==> config.mk <==
export PLATFORM = sky130hd
export DESIGN_NAME = imu_sample_frame_builder
export DESIGN_NICKNAME = d
export VERILOG_FILES = /design/src/rtl/imu_sfb_pkg.sv /design/src/rtl/imu_sample_frame_builder.sv /design/src/rtl/imu_sfb_front.sv /design/src/rtl/imu_sfb_queue.sv /design/src/rtl/imu_sfb_back.sv
export SDC_FILE = /design/constraint.sdc
export NUM_CORES = 1
export LEC_CHECK = 0
export BUFFER_PORTS_ARGS = -buffer_cell sky130_fd_sc_hd__buf_4
export CAP_MARGIN = 20
export CORE_MARGIN = 8
export CORE_UTILIZATION = 25
export DETAILED_ROUTE_END_ITERATION = 8
export MAX_ROUTING_LAYER = met4
export PLACE_DENSITY_LB_ADDON = 0.1
export SLEW_MARGIN = 40
export SYNTH_ARGS = -nofsm -noshare
export SYNTH_HDL_FRONTEND = slang
export SYNTH_HIERARCHICAL = 1
export SYNTH_SLANG_ARGS = --single-unit
==> constraint.sdc <==
create_clock -name clk -period 4 [get_ports clk]
set_clock_uncertainty 0.1 [all_clocks]
set_input_delay 0 -clock clk [delete_from_list [all_inputs] [get_ports clk]]
set_output_delay 0 -clock clk [all_outputs]
set_load 0.02 [all_outputs]
==> src/rtl/imu_sfb_pkg.sv <==
// Shared types and constants for the IMU sample frame builder.
// No dependencies; imported by every module of the block.
package imu_sfb_pkg;

    localparam int unsigned FRAME_WORDS    = 9;
    localparam int unsigned IDX_W          = 4;
    localparam int unsigned SAMPLE_W       = 16;
    localparam int unsigned BYTE_W         = 8;
    localparam int unsigned STEP_W         = 3;
    localparam int unsigned QUEUE_DEPTH_DEF = 4;

    localparam logic [BYTE_W-1:0] SYNC_BYTE    = 8'hEE;
    localparam logic [BYTE_W-1:0] ID_BYTE      = 8'h10 | 8'h40;
    localparam logic [BYTE_W-1:0] ZERO_BYTE    = 8'h00;
    localparam logic [BYTE_W-1:0] RATE_BYTE    = 8'd25;
    localparam logic [BYTE_W-1:0] TRAIL_A_BYTE = 8'h41;
    localparam logic [BYTE_W-1:0] TRAIL_O_BYTE = 8'h4F;

    // Role of a word in the frame, decided at the front
    typedef enum logic [2:0] {
        KIND_FIRST,     // gyro x: header, then sample, restart sum
        KIND_MID,       // plain sample
        KIND_SPLIT,     // accel z: sample, then first checksum
        KIND_MAG_START, // magnetometer x: restart sum, sample
        KIND_LAST       // magnetometer z: sample, tail, checksum, trailer
    } kind_t;

    typedef struct packed {
        logic [SAMPLE_W-1:0] sample;
        kind_t               kind;
    } entry_t;

endpackage

==> src/rtl/imu_sample_frame_builder.sv <==
// Top level of the IMU sample frame builder: front, queue and back joined.
// Depends on imu_sfb_pkg, imu_sfb_front, imu_sfb_queue, imu_sfb_back.
//
// Feed nine raw sensor words per frame (gyro x,y,z, accel x,y,z, mag x,y,z)
// on the s_ side; each word is cut to 14 bits, sign-extended to 16 and sent
// high byte first inside a 28-byte frame: EE EE 50, twelve gyro/accel bytes,
// their inverted sum, six magnetometer bytes, 00, 19, the inverted sum of
// those eight bytes, then 'A' 'O' 00. The m_ side delivers one byte per
// transaction at up to one per cycle; tlast marks the last byte caused by a
// word and tuser the last byte of the frame. The single byte output register
// of the back part sets the rate: a word takes one output slot per byte it
// yields (5 for gyro x, 3 for accel z, 8 for magnetometer z, 2 otherwise),
// so a full frame streams as 28 bytes. A queue of QUEUE_DEPTH tagged words
// lets the input keep accepting while bytes drain; an accepted word goes
// into the queue first, then its first byte into the output register.
module imu_sample_frame_builder #(
    parameter int unsigned QUEUE_DEPTH = imu_sfb_pkg::QUEUE_DEPTH_DEF
) (
    input  logic        clk,
    input  logic        rst_n,
    input  logic        s_tvalid,
    output logic        s_tready,
    input  logic [15:0] s_tdata,   // [15:0] raw_word
    output logic        m_tvalid,
    input  logic        m_tready,
    output logic [7:0]  m_tdata,   // [7:0] frame_byte
    output logic        m_tlast,   // run_end
    output logic [0:0]  m_tuser    // [0] frame_end
);
    import imu_sfb_pkg::*;

    entry_t front_entry;
    entry_t head_entry;
    logic   q_full, q_empty;
    logic   in_accept;
    logic   pop;
    logic   frame_end;

    // Accept whenever the queue has room
    assign s_tready  = !q_full;
    assign in_accept = s_tvalid && s_tready;

    imu_sfb_front u_front (
        .clk      (clk),
        .rst_n    (rst_n),
        .accept   (in_accept),
        .raw_word (s_tdata),
        .entry    (front_entry)
    );

    imu_sfb_queue #(
        .DEPTH (QUEUE_DEPTH)
    ) u_queue (
        .clk        (clk),
        .rst_n      (rst_n),
        .push       (in_accept),
        .push_entry (front_entry),
        .pop        (pop),
        .head_entry (head_entry),
        .full       (q_full),
        .empty      (q_empty)
    );

    imu_sfb_back u_back (
        .clk           (clk),
        .rst_n         (rst_n),
        .head_entry    (head_entry),
        .head_valid    (!q_empty),
        .pop           (pop),
        .out_valid     (m_tvalid),
        .out_ready     (m_tready),
        .out_byte      (m_tdata),
        .out_run_end   (m_tlast),
        .out_frame_end (frame_end)
    );

    assign m_tuser = frame_end;

`ifndef NO_ASSERTIONS
    // Frame end always closes a word's run
    a_frame_end_is_run_end: assert property (@(posedge clk) disable iff (!rst_n)
        m_tvalid && m_tuser[0] |-> m_tlast)
        else $error("frame end without run end");

    // Last frame byte is the trailing zero
    a_frame_end_byte: assert property (@(posedge clk) disable iff (!rst_n)
        m_tvalid && m_tuser[0] |-> (m_tdata == ZERO_BYTE))
        else $error("frame end byte not zero");

    // The queue never pops while empty
    a_no_pop_empty: assert property (@(posedge clk) disable iff (!rst_n)
        pop |-> !q_empty)
        else $error("pop from empty queue");

    // A pop only ever ends a run on the output
    a_pop_marks_run_end: assert property (@(posedge clk) disable iff (!rst_n)
        pop |=> m_tvalid && m_tlast)
        else $error("pop without run end byte");
`endif

endmodule

==> src/rtl/imu_sfb_front.sv <==
// Front part of the IMU sample frame builder: widens raw words and tags
// each with its place in the frame. Depends on imu_sfb_pkg.
module imu_sfb_front (
    input  logic                              clk,
    input  logic                              rst_n,
    input  logic                              accept,
    input  logic [imu_sfb_pkg::SAMPLE_W-1:0]  raw_word,
    output imu_sfb_pkg::entry_t               entry
);
    import imu_sfb_pkg::*;

    logic [IDX_W-1:0] idx_reg;
    logic [IDX_W-1:0] idx_next;
    kind_t            kind;

    always_comb
    begin
        unique case (idx_reg)
            IDX_W'(0): kind = KIND_FIRST;
            IDX_W'(5): kind = KIND_SPLIT;
            IDX_W'(6): kind = KIND_MAG_START;
            IDX_W'(8): kind = KIND_LAST;
            default:   kind = KIND_MID;
        endcase
    end

    always_comb
    begin
        idx_next = idx_reg;
        if (accept)
        begin
            if (idx_reg == IDX_W'(FRAME_WORDS - 1))
                idx_next = '0;
            else
                idx_next = idx_reg + IDX_W'(1);
        end
    end

    always_ff @(posedge clk or negedge rst_n)
    begin
        if (!rst_n)
            idx_reg <= '0;
        else
            idx_reg <= idx_next;
    end

    // Keep low 14 bits and copy bit 13 into the top two
    assign entry = {{{2{raw_word[13]}}, raw_word[13:0]}, kind};

endmodule

==> src/rtl/imu_sfb_queue.sv <==
// Short FIFO between front and back of the IMU sample frame builder.
// Depends on imu_sfb_pkg.
module imu_sfb_queue #(
    parameter int unsigned DEPTH = imu_sfb_pkg::QUEUE_DEPTH_DEF
) (
    input  logic                 clk,
    input  logic                 rst_n,
    input  logic                 push,
    input  imu_sfb_pkg::entry_t  push_entry,
    input  logic                 pop,
    output imu_sfb_pkg::entry_t  head_entry,
    output logic                 full,
    output logic                 empty
);
    import imu_sfb_pkg::*;

    localparam int unsigned PTR_W = (DEPTH > 1) ? $clog2(DEPTH) : 1;
    localparam int unsigned CNT_W = $clog2(DEPTH + 1);

    entry_t             mem_reg [DEPTH];
    logic [PTR_W-1:0]   wr_ptr_reg, wr_ptr_next;
    logic [PTR_W-1:0]   rd_ptr_reg, rd_ptr_next;
    logic [CNT_W-1:0]   count_reg, count_next;

    assign full       = (count_reg == CNT_W'(DEPTH));
    assign empty      = (count_reg == '0);
    assign head_entry = mem_reg[rd_ptr_reg];

    always_comb
    begin
        wr_ptr_next = wr_ptr_reg;
        rd_ptr_next = rd_ptr_reg;
        count_next  = count_reg;
        if (push)
            wr_ptr_next = (wr_ptr_reg == PTR_W'(DEPTH - 1)) ? '0 : wr_ptr_reg + PTR_W'(1);
        if (pop)
            rd_ptr_next = (rd_ptr_reg == PTR_W'(DEPTH - 1)) ? '0 : rd_ptr_reg + PTR_W'(1);
        if (push && !pop)
            count_next = count_reg + CNT_W'(1);
        else if (pop && !push)
            count_next = count_reg - CNT_W'(1);
    end

    always_ff @(posedge clk or negedge rst_n)
    begin
        if (!rst_n)
        begin
            wr_ptr_reg <= '0;
            rd_ptr_reg <= '0;
            count_reg  <= '0;
        end
        else
        begin
            wr_ptr_reg <= wr_ptr_next;
            rd_ptr_reg <= rd_ptr_next;
            count_reg  <= count_next;
        end
    end

    always_ff @(posedge clk)
    begin
        if (push)
            mem_reg[wr_ptr_reg] <= push_entry;
    end

endmodule

==> src/rtl/imu_sfb_back.sv <==
// Back part of the IMU sample frame builder: walks each queued word through
// its bytes, keeps the checksum, drives the output register. Depends on imu_sfb_pkg.
module imu_sfb_back (
    input  logic                            clk,
    input  logic                            rst_n,
    input  imu_sfb_pkg::entry_t             head_entry,
    input  logic                            head_valid,
    output logic                            pop,
    output logic                            out_valid,
    input  logic                            out_ready,
    output logic [imu_sfb_pkg::BYTE_W-1:0]  out_byte,
    output logic                            out_run_end,
    output logic                            out_frame_end
);
    import imu_sfb_pkg::*;

    logic [STEP_W-1:0] step_reg, step_next;
    logic [BYTE_W-1:0] sum_reg, sum_next;
    logic              valid_reg, valid_next;
    logic [BYTE_W-1:0] byte_reg;
    logic              run_end_reg;
    logic              frame_end_reg;

    logic [BYTE_W-1:0] hi, lo;
    logic [BYTE_W-1:0] byte_val;
    logic              summed, clear_sum, last_step, frame_last;
    logic              load;

    assign hi   = head_entry.sample[SAMPLE_W-1:BYTE_W];
    assign lo   = head_entry.sample[BYTE_W-1:0];
    assign load = head_valid && (!valid_reg || out_ready);
    assign pop  = load && last_step;

    always_comb
    begin
        byte_val   = ZERO_BYTE;
        summed     = 1'b0;
        clear_sum  = 1'b0;
        last_step  = 1'b0;
        frame_last = 1'b0;
        unique case (head_entry.kind)
            KIND_FIRST:
            begin
                case (step_reg)
                    STEP_W'(0), STEP_W'(1): byte_val = SYNC_BYTE;
                    STEP_W'(2): byte_val = ID_BYTE;
                    STEP_W'(3):
                    begin
                        byte_val  = hi;
                        summed    = 1'b1;
                        clear_sum = 1'b1;
                    end
                    default:
                    begin
                        byte_val  = lo;
                        summed    = 1'b1;
                        last_step = 1'b1;
                    end
                endcase
            end
            KIND_LAST:
            begin
                case (step_reg)
                    STEP_W'(0):
                    begin
                        byte_val = hi;
                        summed   = 1'b1;
                    end
                    STEP_W'(1):
                    begin
                        byte_val = lo;
                        summed   = 1'b1;
                    end
                    STEP_W'(2):
                    begin
                        byte_val = ZERO_BYTE;
                        summed   = 1'b1;
                    end
                    STEP_W'(3):
                    begin
                        byte_val = RATE_BYTE;
                        summed   = 1'b1;
                    end
                    STEP_W'(4): byte_val = ~sum_reg;
                    STEP_W'(5): byte_val = TRAIL_A_BYTE;
                    STEP_W'(6): byte_val = TRAIL_O_BYTE;
                    default:
                    begin
                        byte_val   = ZERO_BYTE;
                        last_step  = 1'b1;
                        frame_last = 1'b1;
                    end
                endcase
            end
            KIND_SPLIT:
            begin
                case (step_reg)
                    STEP_W'(0):
                    begin
                        byte_val = hi;
                        summed   = 1'b1;
                    end
                    STEP_W'(1):
                    begin
                        byte_val = lo;
                        summed   = 1'b1;
                    end
                    default:
                    begin
                        byte_val  = ~sum_reg;
                        last_step = 1'b1;
                    end
                endcase
            end
            default:
            begin
                // plain sample; magnetometer x also restarts the sum
                if (step_reg == '0)
                begin
                    byte_val  = hi;
                    summed    = 1'b1;
                    clear_sum = (head_entry.kind == KIND_MAG_START);
                end
                else
                begin
                    byte_val  = lo;
                    summed    = 1'b1;
                    last_step = 1'b1;
                end
            end
        endcase
    end

    always_comb
    begin
        step_next  = step_reg;
        sum_next   = sum_reg;
        valid_next = valid_reg;
        if (out_ready)
            valid_next = 1'b0;
        if (load)
        begin
            valid_next = 1'b1;
            step_next  = last_step ? '0 : step_reg + STEP_W'(1);
            if (summed)
                sum_next = (clear_sum ? ZERO_BYTE : sum_reg) + byte_val;
        end
    end

    always_ff @(posedge clk or negedge rst_n)
    begin
        if (!rst_n)
        begin
            step_reg  <= '0;
            sum_reg   <= '0;
            valid_reg <= 1'b0;
        end
        else
        begin
            step_reg  <= step_next;
            sum_reg   <= sum_next;
            valid_reg <= valid_next;
        end
    end

    always_ff @(posedge clk)
    begin
        if (load)
        begin
            byte_reg      <= byte_val;
            run_end_reg   <= last_step;
            frame_end_reg <= frame_last;
        end
    end

    assign out_valid     = valid_reg;
    assign out_byte      = byte_reg;
    assign out_run_end   = run_end_reg;
    assign out_frame_end = frame_end_reg;

endmodule
==> results of run 1 <==
-- metal layers --
layer  global-route usage (%)  wire length (µm)
met2                    17.64              7208
met5                        -                 0
met1                    13.51              6356
met4                    4.095               247
met3                    1.994               471
-- area by class of cell --
cell class | instances | area (µm²)
fill | 2135 | 14650
timing repair buffer | 122 | 987.2
sequential | 109 | 3159
inverter | 18 | 67.56
tap | 280 | 350.3
clock inverter | 7 | 72.57
clock buffer | 9 | 225.2
multi-input combinational | 261 | 2311
-- cells by family after synthesis --
family          count (synthesis)  synth area share [%]
xor+xnor                        8                 1.262
fa+ha+maj                      25                 5.904
compound gates                 88                 11.06
simple gates                  113                 10.21
buf+inv                        52                 5.273
mux                            27                 9.419
flops                         109                 56.87
-- placed cells by master, fill, tap and decap left out, types with 9 or more instances in the layout --
cell type and count:
nor2b_1 11, a21oi_1 16, inv_1 18, dlygate4sd3_1 18, o21ai_0 10, dfrtp_1 22
clkbuf_16 9, edfxtp_1 86, ha_1 19, buf_4 97, nor2_1 22, o21ai_1 10
mux4_2 18, nand2_1 35
-- power breakdown --
| group | internal (µW) | switching (µW) |
|---|---|---|
| registers | 1640 | 183 |
| logic | 2070 | 2260 |
| clock network | 438 | 452 |
| total | 4150 | 2890 |
-- stage by stage --
step                      util, %  hold slack (ns)  setup TNS [ns]  cells
after global placement      29.39          -0.1597         -0.4235    766
after CTS                   31.71          0.06283               0    800
after floorplan                 -          -0.3956               0    422
after global routing        32.87           0.1130        -0.05870    806
final                       32.87          0.07552               0    806
after detailed placement    29.39          -0.1581         -0.4181    766
-- worst reg2reg max path: cells and delay by family (launching register included) --
kind | cells | cell delay, ns
AOI/OAI and AO/OA | 8 | 1.44
muxes | 1 | 0.63
and+or+nand+nor | 2 | 0.51
DFF | 1 | 0.45
buffers and inverters | 2 | 0.33
adders and majority gates | 1 | 0.30
-- how the worst max path moves through the flow --
stage,endpoint,cells past startpoint
after floorplan,u_back/sum_reg[7],17
after global placement,u_back/sum_reg[7],16
after detailed placement,u_back/sum_reg[7],16
after CTS,u_back/sum_reg[7],16
after global routing,u_back/sum_reg[7],14
final,u_back/sum_reg[7],14
-- repair_timing --
action / in CTS / in global routing
pin swaps: 0 / 3
resized for setup: 6 / 47
endpoints found under the setup margin: 2 / 3
hold buffers: 18 / 0
endpoints found under the hold margin: 88 / 0
setup buffers: 0 / 6
==> results.md, run 1 <==
- Count leader, synth: edfxtp_1
- RSZ-0062 raised after global routing: true
- Root buf cell: clkbuf_16
- Headroom to the max-slew limit: 53.06%
- Antenna Cells: 0
- Sequential area share after synthesis: 56.87%
- Syn Inst Count: 422
- Hold endpoint: u_queue/wr_ptr_reg[1]
- Initial antenna violation count: 0
- Initial Util: 25.44%
- Crit path cell chain: mux4_2 > buf_6 > or3_4 > a211oi_4 > a2111oi_4 > buf_4 > o21ai_1 > ha_1 > nand3_1 > o211ai_1 > o41a_1 > a31o_2 > a31oi_1 > o32ai_2
- Tot Pwr: 7039 µW
- Hold Crit Depth: 4
- Vias per Instance: 4.597
- CTS buffer count: 9
- Grt total ovfl: 0
- Fin. Hold Viols: 0
- Hold Crit Class: primary input to register
- Min Tclk post-route: 3.899 ns
- Asr flop ratio synth: 21.10%
- Syn. warnings: 6
- TritonCTS clock tree: done
- Area growth syn-to-layout: 29.18%
- Hold_sp: s_tvalid
- CP peak stage delay: 0.63 ns
- Final worst-path cycle share: 97.47%
- Fmax: 0.2565 GHz
- DRC Markers: 0
- # setup viols final: 0
- PnR worst setup slack: 0.1012 ns
- Yosys reg bits: 109
- Via count: 3,705
- Fin nets: 566
- First-pass GRT wire length: 21.70 mm
- Max-Cap Viols: 0
- Routability cong.: 0.8520
- Number of flip-flops in the largest register: 76
- Worst vdd ir: 0.0002857 V
- Main synth FF type: edfxtp_1
- Crit-path leading delay family: compound AO/OA/AOI/OAI gates
- Syn_area_per_cell: 13.16 µm²
- I/O Buffers: 29
- Initial DRC Count: 312
- Post-Layout Inst Area: 0.007173 mm²
- # clock sinks: 109
- Status: completed
- Reg-to-Reg End: u_back/sum_reg[7]
- Most frequent cells after synthesis: edfxtp_1 (86), nand2_1 (36), nor2_1 (26)
- H-tree levels: 3
- Netlist cell types: 62
- I/O pins: 32
- DIE HEIGHT: 165.0 µm
- Reg2Reg Depth: 14
- Worst-Margin Slew: 0.7020 ns
- Router iterations before antenna repair: 5
- Clock slew at reported path FFs: 0.08 ns
- Post-synth EDFFs: 86
- Leakage: 0.002696 µW
- Later-pin clock latency in the skew report: 0.36 ns
- Wirelength per Cell: 17.72 µm
- Routed Antenna Nets: 0
- Dpl ws: -0.4181 ns
- Reg2Reg Setup Slack: 0.10 ns
- Gr usage total: 10.96%
- Syn_nets: 467
- Row cnt: 54
- Overall routed net length: 14.28 mm
- CP required: 4.11 ns
- Synth area leader: edfxtp_1
- Die ar.: 0.02724 mm²
- Core Footprint: 0.02182 mm²
- Slew Viols, Final: 0
- Largest net degree at the start of global routing: 21
- Crit path max fanout: 6
- Vias in the first global route: 3,806
- Crit Path Category: register to register
- Critical Path Source: u_queue/rd_ptr_reg[0]
- Setup crit end kind: register
- Crit start category: register
- Placed Area: 0.006414 mm²
- Cell Area, Synth: 0.005553 mm²
- Worst reg2reg path startpoint: u_queue/rd_ptr_reg[0]
- Layout cells sized above 1: 35.55%
- Ranking of synthesized cells by area: edfxtp_1 (47%), dfrtp_1 (10%), mux4_2 (7.3%)
- Slowest stage cell, crit path: mux4_2
- Clock Tree Buf Depth: 2
- Yosys top cell area share: 46.51%
- Worst Path Arrival: 4.01 ns
- Die width: 165.0 µm
- DP Wirelength: 9.931 mm
- Pwr dens: 981.3 mW/mm²
- Buf/Inv on CP: 2
No activity file was read; power rests on OpenSTA's default activity.
==> inputs of run 2 (changes only) <==
Settings changed: CORE_UTILIZATION 25 to 45.
==> run 2 against run 1 <==
Against the previous run: setup slack improved by 0.020 ns; wire length fell by 12%; fmax rose by 0.53%; largest cell class unchanged.
==> results.md, run 2 (synthesis gave the netlist of run 1 again) <==
- Initial Util: 46.23% (+21 points)
- I/O pins: 32 (unchanged)
- Fill cell count: 999 (-53%)
- Placed Area: 0.006185 mm² (-3.6%)
- CP required: 4.15 ns (+0.04 ns)
- # setup viols final: 0 (unchanged)
- Initial antenna violation count: 0 (unchanged)
- Via count: 3,671 (-0.92%)
- Overall routed net length: 12.56 mm (-12%)
- Number of flip-flops in the largest register: 76 (unchanged)
- Crit start category: register
- DRC Markers: 0 (unchanged)
- Buf/Inv on CP: 2 (unchanged)
- Fin nets: 567 (+0.18%)
- PnR worst setup slack: 0.1216 ns (+0.02042 ns)
- Initial DRC Count: 217 (-30%)
- Headroom to the max-slew limit: 55.79% (+2.7 points)
- Crit path max fanout: 8 (+2)
- Vias per Instance: 5.447 (+18%)
- Wirelength per Cell: 18.64 µm (+5.2%)
- Routability cong.: 0.9177 (+7.7%)
- Crit path cell chain: buf_12 > mux4_2 > buf_6 > or3_4 > a211oi_2 > nor3_1 > a31oi_1 > ha_1 > a21oi_2 > o211ai_1 > o41a_1 > a31o_2 > and2_4 > o32ai_2
- Routed Antenna Nets: 0 (unchanged)
- Hold Crit Class: primary input to register
- Max-Cap Viols: 0 (unchanged)
- Slowest stage cell, crit path: mux4_2
- Crit-path leading delay family: compound AO/OA/AOI/OAI gates
- Dpl ws: -0.1969 ns (+0.2212 ns)
- Fmax: 0.2578 GHz (+0.53%)
- Clock Tree Buf Depth: 2 (unchanged)
- Crit Path Category: register to register
- Grt total ovfl: 0 (unchanged)
- Clock slew at reported path FFs: 0.07 ns (about the same)
- Core Footprint: 0.01201 mm² (-45%)
- Area growth syn-to-layout: 25.42%
- Row cnt: 40 (-26%)
- Largest net degree at the start of global routing: 20 (-4.8%)
- Antenna Cells: 0 (unchanged)
- Root buf cell: clkbuf_16
- Status: completed
- Later-pin clock latency in the skew report: 0.36 ns (about the same)
- Final core utilization: 57.98% (+25 points)
- I/O Buffers: 29 (unchanged)
- Fin. Hold Viols: 0 (unchanged)
- Router iterations before antenna repair: 6 (+1)
- Worst-Margin Slew: 0.6612 ns (-0.04084 ns)
- DP Wirelength: 8.674 mm (-13%)
- Gr usage total: 15.99% (+5.0 points)
- Setup crit end kind: register
- TritonCTS clock tree: done
- Commonest non-fill, non-tap cell in the layout: buf_4
- Vias in the first global route: 3,527 (-7.3%)
- Most frequent cells in the layout: buf_4 (99), edfxtp_1 (86), nand2_1 (35)
- Worst Path Arrival: 4.03 ns (+0.02 ns)
- # clock sinks: 109 (unchanged)
- Die width: 127.1 µm (-23%)
- Min Tclk post-route: 3.878 ns (-0.02042 ns)
- Area of the multi-input gates: 0.002268 mm² (-1.8%)
- Post-Layout Inst Area: 0.006964 mm² (-2.9%)
- Slew Viols, Final: 0 (unchanged)
- Die ar.: 0.01615 mm² (-41%)
- Final worst-path cycle share: 96.96% (-0.51 points)
- CP peak stage delay: 0.62 ns (about the same)
- Sequential cell area: 0.003158 mm² (about the same)
- DIE HEIGHT: 127.1 µm (-23%)
- CTS buffer count: 9 (unchanged)
- First-pass GRT wire length: 19.14 mm (-12%)
- H-tree levels: 3 (unchanged)
- Layout cells sized above 1: 34.16% (-1.4 points)
==> run 2: cell type report <==
| cell class | instances | share of cell area, % |
|---|---|---|
| clock inverters | 6 | 0.8264 |
| inverters | 18 | 0.9702 |
| flip-flops and latches | 109 | 45.35 |
| multi-input cells | 261 | 32.57 |
| repair buffers | 123 | 14.36 |
| clock buffers | 10 | 3.288 |
| well taps | 147 | 2.641 |
==> run 2: timing repair <==
| item | 4_1_cts | 5_1_grt |
|---|---|---|
| gates resized for setup | 6 | 36 |
| hold buffers | 18 | 0 |
| pin swaps | 0 | 11 |
| endpoints found under the hold margin | 88 | 0 |
| setup endpoints to repair | 2 | 2 |
| setup buffers | 0 | 17 |
==> run 2: routing by layer <==
metal | global-route usage, % | up-vias | part of all wire, %
met5 | - | - | 0
met4 | 4.479 | 0 | 1.8
met3 | 4.160 | 20 | 5.5
met2 | 26.00 | 80 | 50
met1 | 19.39 | 1805 | 43
li1 | - | 1766 | -
==> run 2: metrics by stage <==
| stage | TNS [ns] | instances | hold slack, ns |
|---|---|---|---|
| 2_1_floorplan | 0 | 422 | -0.3956 |
| 3_3_place_gp | -0.1733 | 623 | -0.1627 |
| 3_5_place_dp | -0.2268 | 623 | -0.1543 |
| 4_1_cts | -0.002268 | 657 | 0.06435 |
| 5_1_grt | -0.04553 | 674 | 0.1307 |
| 6_report | 0 | 674 | 0.07375 |
==> run 2: path summary, 6_finish.rpt <==
check / start / to / slack (ns) / cells after the start
min: s_tvalid / u_front/idx_reg[1] / 0.07 / 4
max: u_queue/rd_ptr_reg[0] / u_back/sum_reg[7] / 0.12 / 14
min in group asynchronous: rst_n / u_back/sum_reg[4] / 0.49 / 3
max in group asynchronous: rst_n / u_queue/rd_ptr_reg[0] / 2.22 / 4
min reg2reg: u_queue/count_reg[2] / u_queue/count_reg[2] / 0.39 / 1
max reg2reg: u_queue/rd_ptr_reg[0] / u_back/sum_reg[7] / 0.12 / 14
==> run 2: worst min-delay path, cell delays in order <==
cell,delay [ns]
buf_4,0.07
nor2b_1,0.12
buf_4,0.20
o21ai_0,0.09
Power of run 2 is not shown: default switching activity piles up to over one toggle a cycle in this logic, so the estimate is an artifact.
==> inputs of run 3 (changes only) <==
==> constraint.sdc (replaced) <==
create_clock -name clk -period 4 [get_ports clk]
set_clock_uncertainty 0.1 [all_clocks]
set_input_delay 0.2 -clock clk [delete_from_list [all_inputs] [get_ports clk]]
set_output_delay 0.2 -clock clk [all_outputs]
set_load 0.02 [all_outputs]
==> run 3 against run 2 <==
Against the previous run: count of clock-buffer cells in the layout stayed put; wire length down 3.6%; setup slack got worse by 0.037 ns; critical endpoint unchanged; largest cell class unchanged.
==> results.md, run 3 (synthesis gave the netlist of run 1 again) <==
- Status: completed
- Highest metal layer with signal wires: met4
- Routability cong.: 0.8804 (-4.1%)
- Later-pin clock latency in the skew report: 0.36 ns (about the same)
- Core Footprint: 0.01201 mm² (unchanged)
- Crit Path Category: register to register
- Post-Layout Inst Area: 0.006825 mm² (-2.0%)
- Fmax: 0.2554 GHz (-0.95%)
- Worst-Margin Slew: 0.7372 ns (+0.07603 ns)
- RSZ-0062 raised after global routing: true
- Slew Viols, Final: 0 (unchanged)
- Final worst-path cycle share: 97.89% (+0.93 points)
- Fin nets: 554 (-2.3%)
- Slowest stage cell, crit path: mux4_2
- Die ar.: 0.01615 mm² (unchanged)
- Wirelength per Cell: 18.33 µm (-1.7%)
- Routed Antenna Nets: 0 (unchanged)
- Crit-path leading delay family: compound AO/OA/AOI/OAI gates
- Crit path cell chain: buf_6 > buf_4 > mux4_2 > or3b_4 > buf_4 > nor3_2 > nor4_1 > o21ai_1 > ha_1 > nand3_1 > o211ai_1 > o41a_1 > a31o_2 > and2_1 > o32ai_2
- Crit start category: register
- Overall routed net length: 12.11 mm (-3.6%)
- Met3 wire length: 683 µm (-0.87%)
- Router iterations before antenna repair: 5 (-1)
- Gr usage total: 15.84% (-0.15 points)
- Hold Crit Depth: 1 (-3)
- Headroom to the max-slew limit: 50.71% (-5.1 points)
- Antenna Cells: 0 (unchanged)
- CTS buffer count: 9 (unchanged)
- Buf/Inv on CP: 3 (+1)
- I/O pins: 32 (unchanged)
- Reg2Reg Depth: 15 (+1)
- Grt total ovfl: 0 (unchanged)
- Crit path max fanout: 7 (-1)
- DIE HEIGHT: 127.1 µm (unchanged)
- Root buf cell: clkbuf_16
- Setup crit end kind: register
- Number of flip-flops in the largest register: 76 (unchanged)
- CP required: 4.16 ns (about the same)
- Fin. Hold Viols: 0 (unchanged)
- Vias per Instance: 5.499 (+0.97%)
- H-tree levels: 3 (unchanged)
- DP Wirelength: 8.373 mm (-3.5%)
- Dpl ws: -0.06930 ns (+0.1276 ns)
- Placed Area: 0.006152 mm² (-0.53%)
- CP peak stage delay: 0.59 ns (-0.03 ns)
- CP most frequent cell: buf_4
- I/O Buffers: 29 (unchanged)
- Clock slew at reported path FFs: 0.08 ns (about the same)
- PnR worst setup slack: 0.08442 ns (-0.03716 ns)
- # setup viols final: 0 (unchanged)
- # clock sinks: 109 (unchanged)
- Row cnt: 40 (unchanged)
- Max-Cap Viols: 0 (unchanged)
- Commonest non-fill, non-tap cell in the layout: buf_4
- Final core utilization: 56.82% (-1.2 points)
- Area growth syn-to-layout: 22.92%
- Met2 WL: 5.795 mm (-7.0%)
- Largest net degree at the start of global routing: 24 (+20%)
- TritonCTS clock tree: done
- Hold Crit Class: primary input to register
- Via count: 3,635 (-0.98%)
- Worst Path Arrival: 4.08 ns (+0.05 ns)
- First-pass GRT wire length: 19.16 mm (+0.11%)
- Critical Path Stages: 15 (+1)
- Min Tclk post-route: 3.916 ns (+0.03716 ns)
- Initial DRC Count: 253 (+17%)
- M1 WL: 5.424 mm (+0.11%)
- Most frequent cells in the layout: buf_4 (92), edfxtp_1 (86), nand2_1 (36)
- Layout cells sized above 1: 32.68% (-1.5 points)
- Worst hold slack: 0.02581 ns (-0.04794 ns)
- DRC Markers: 0 (unchanged)
- Die width: 127.1 µm (unchanged)
- Initial antenna violation count: 0 (unchanged)
- Vias in the first global route: 3,526 (-0.028%)
- Initial Util: 46.23% (unchanged)
- Clock Tree Buf Depth: 2 (unchanged)
run 3: cell count changes in the layout (fill, tap and decap cells not counted), sizes merged:
cell         change
bufinv           +1
inv              +1
buf              -9
clkinv           -2
dlygate4sd3      -4
run 3: cell type report:
type / count / area, µm²
Sequential cell: 109 / 3159
Clock inverter: 6 / 77.57
Tap cell: 147 / 183.9
Multi-Input combinational cell: 261 / 2232
Clock buffer: 10 / 229.0
Timing Repair Buffer: 110 / 875.8
Fill cell: 981 / 5186
Inverter: 18 / 67.56
run 3: worst paths after layout:
| kind | to | slack [ns] | from |
|---|---|---|---|
| max in group asynchronous | u_queue/rd_ptr_reg[0] | 3.34 | rst_n |
| min | u_queue/mem_reg[1][18] | 0.03 | s_tdata[13] |
| max reg2reg | u_back/sum_reg[7] | 0.08 | u_queue/rd_ptr_reg[0] |
| max | u_back/sum_reg[7] | 0.08 | u_queue/rd_ptr_reg[0] |
| min reg2reg | u_queue/count_reg[2] | 0.39 | u_queue/count_reg[2] |
| min in group asynchronous | u_back/sum_reg[3] | 0.18 | rst_n |
run 3: routing by layer:
| metal | vias up | track usage, % |
|---|---|---|
| met5 | - | - |
| met4 | 0 | 5.388 |
| met3 | 14 | 4.409 |
| met2 | 108 | 24.19 |
| met1 | 1775 | 19.98 |
| li1 | 1738 | - |
run 3: metrics by stage:
stage                TNS, ns  instances
floorplan                  0        422
global placement    -0.09861        620
detailed placement  -0.07741        620
CTS                        0        651
global route        -0.08457        661
finish                     0        661
run 3: repair_timing:
action / in CTS / in global routing
hold buffers: 14 / 0
endpoints found under the setup margin: 2 / 3
endpoints found under the hold margin: 75 / 0
pin swaps: 0 / 3
gates resized for setup: 3 / 29
setup buffers: 1 / 10
Power of run 3 is left out for the same reason.
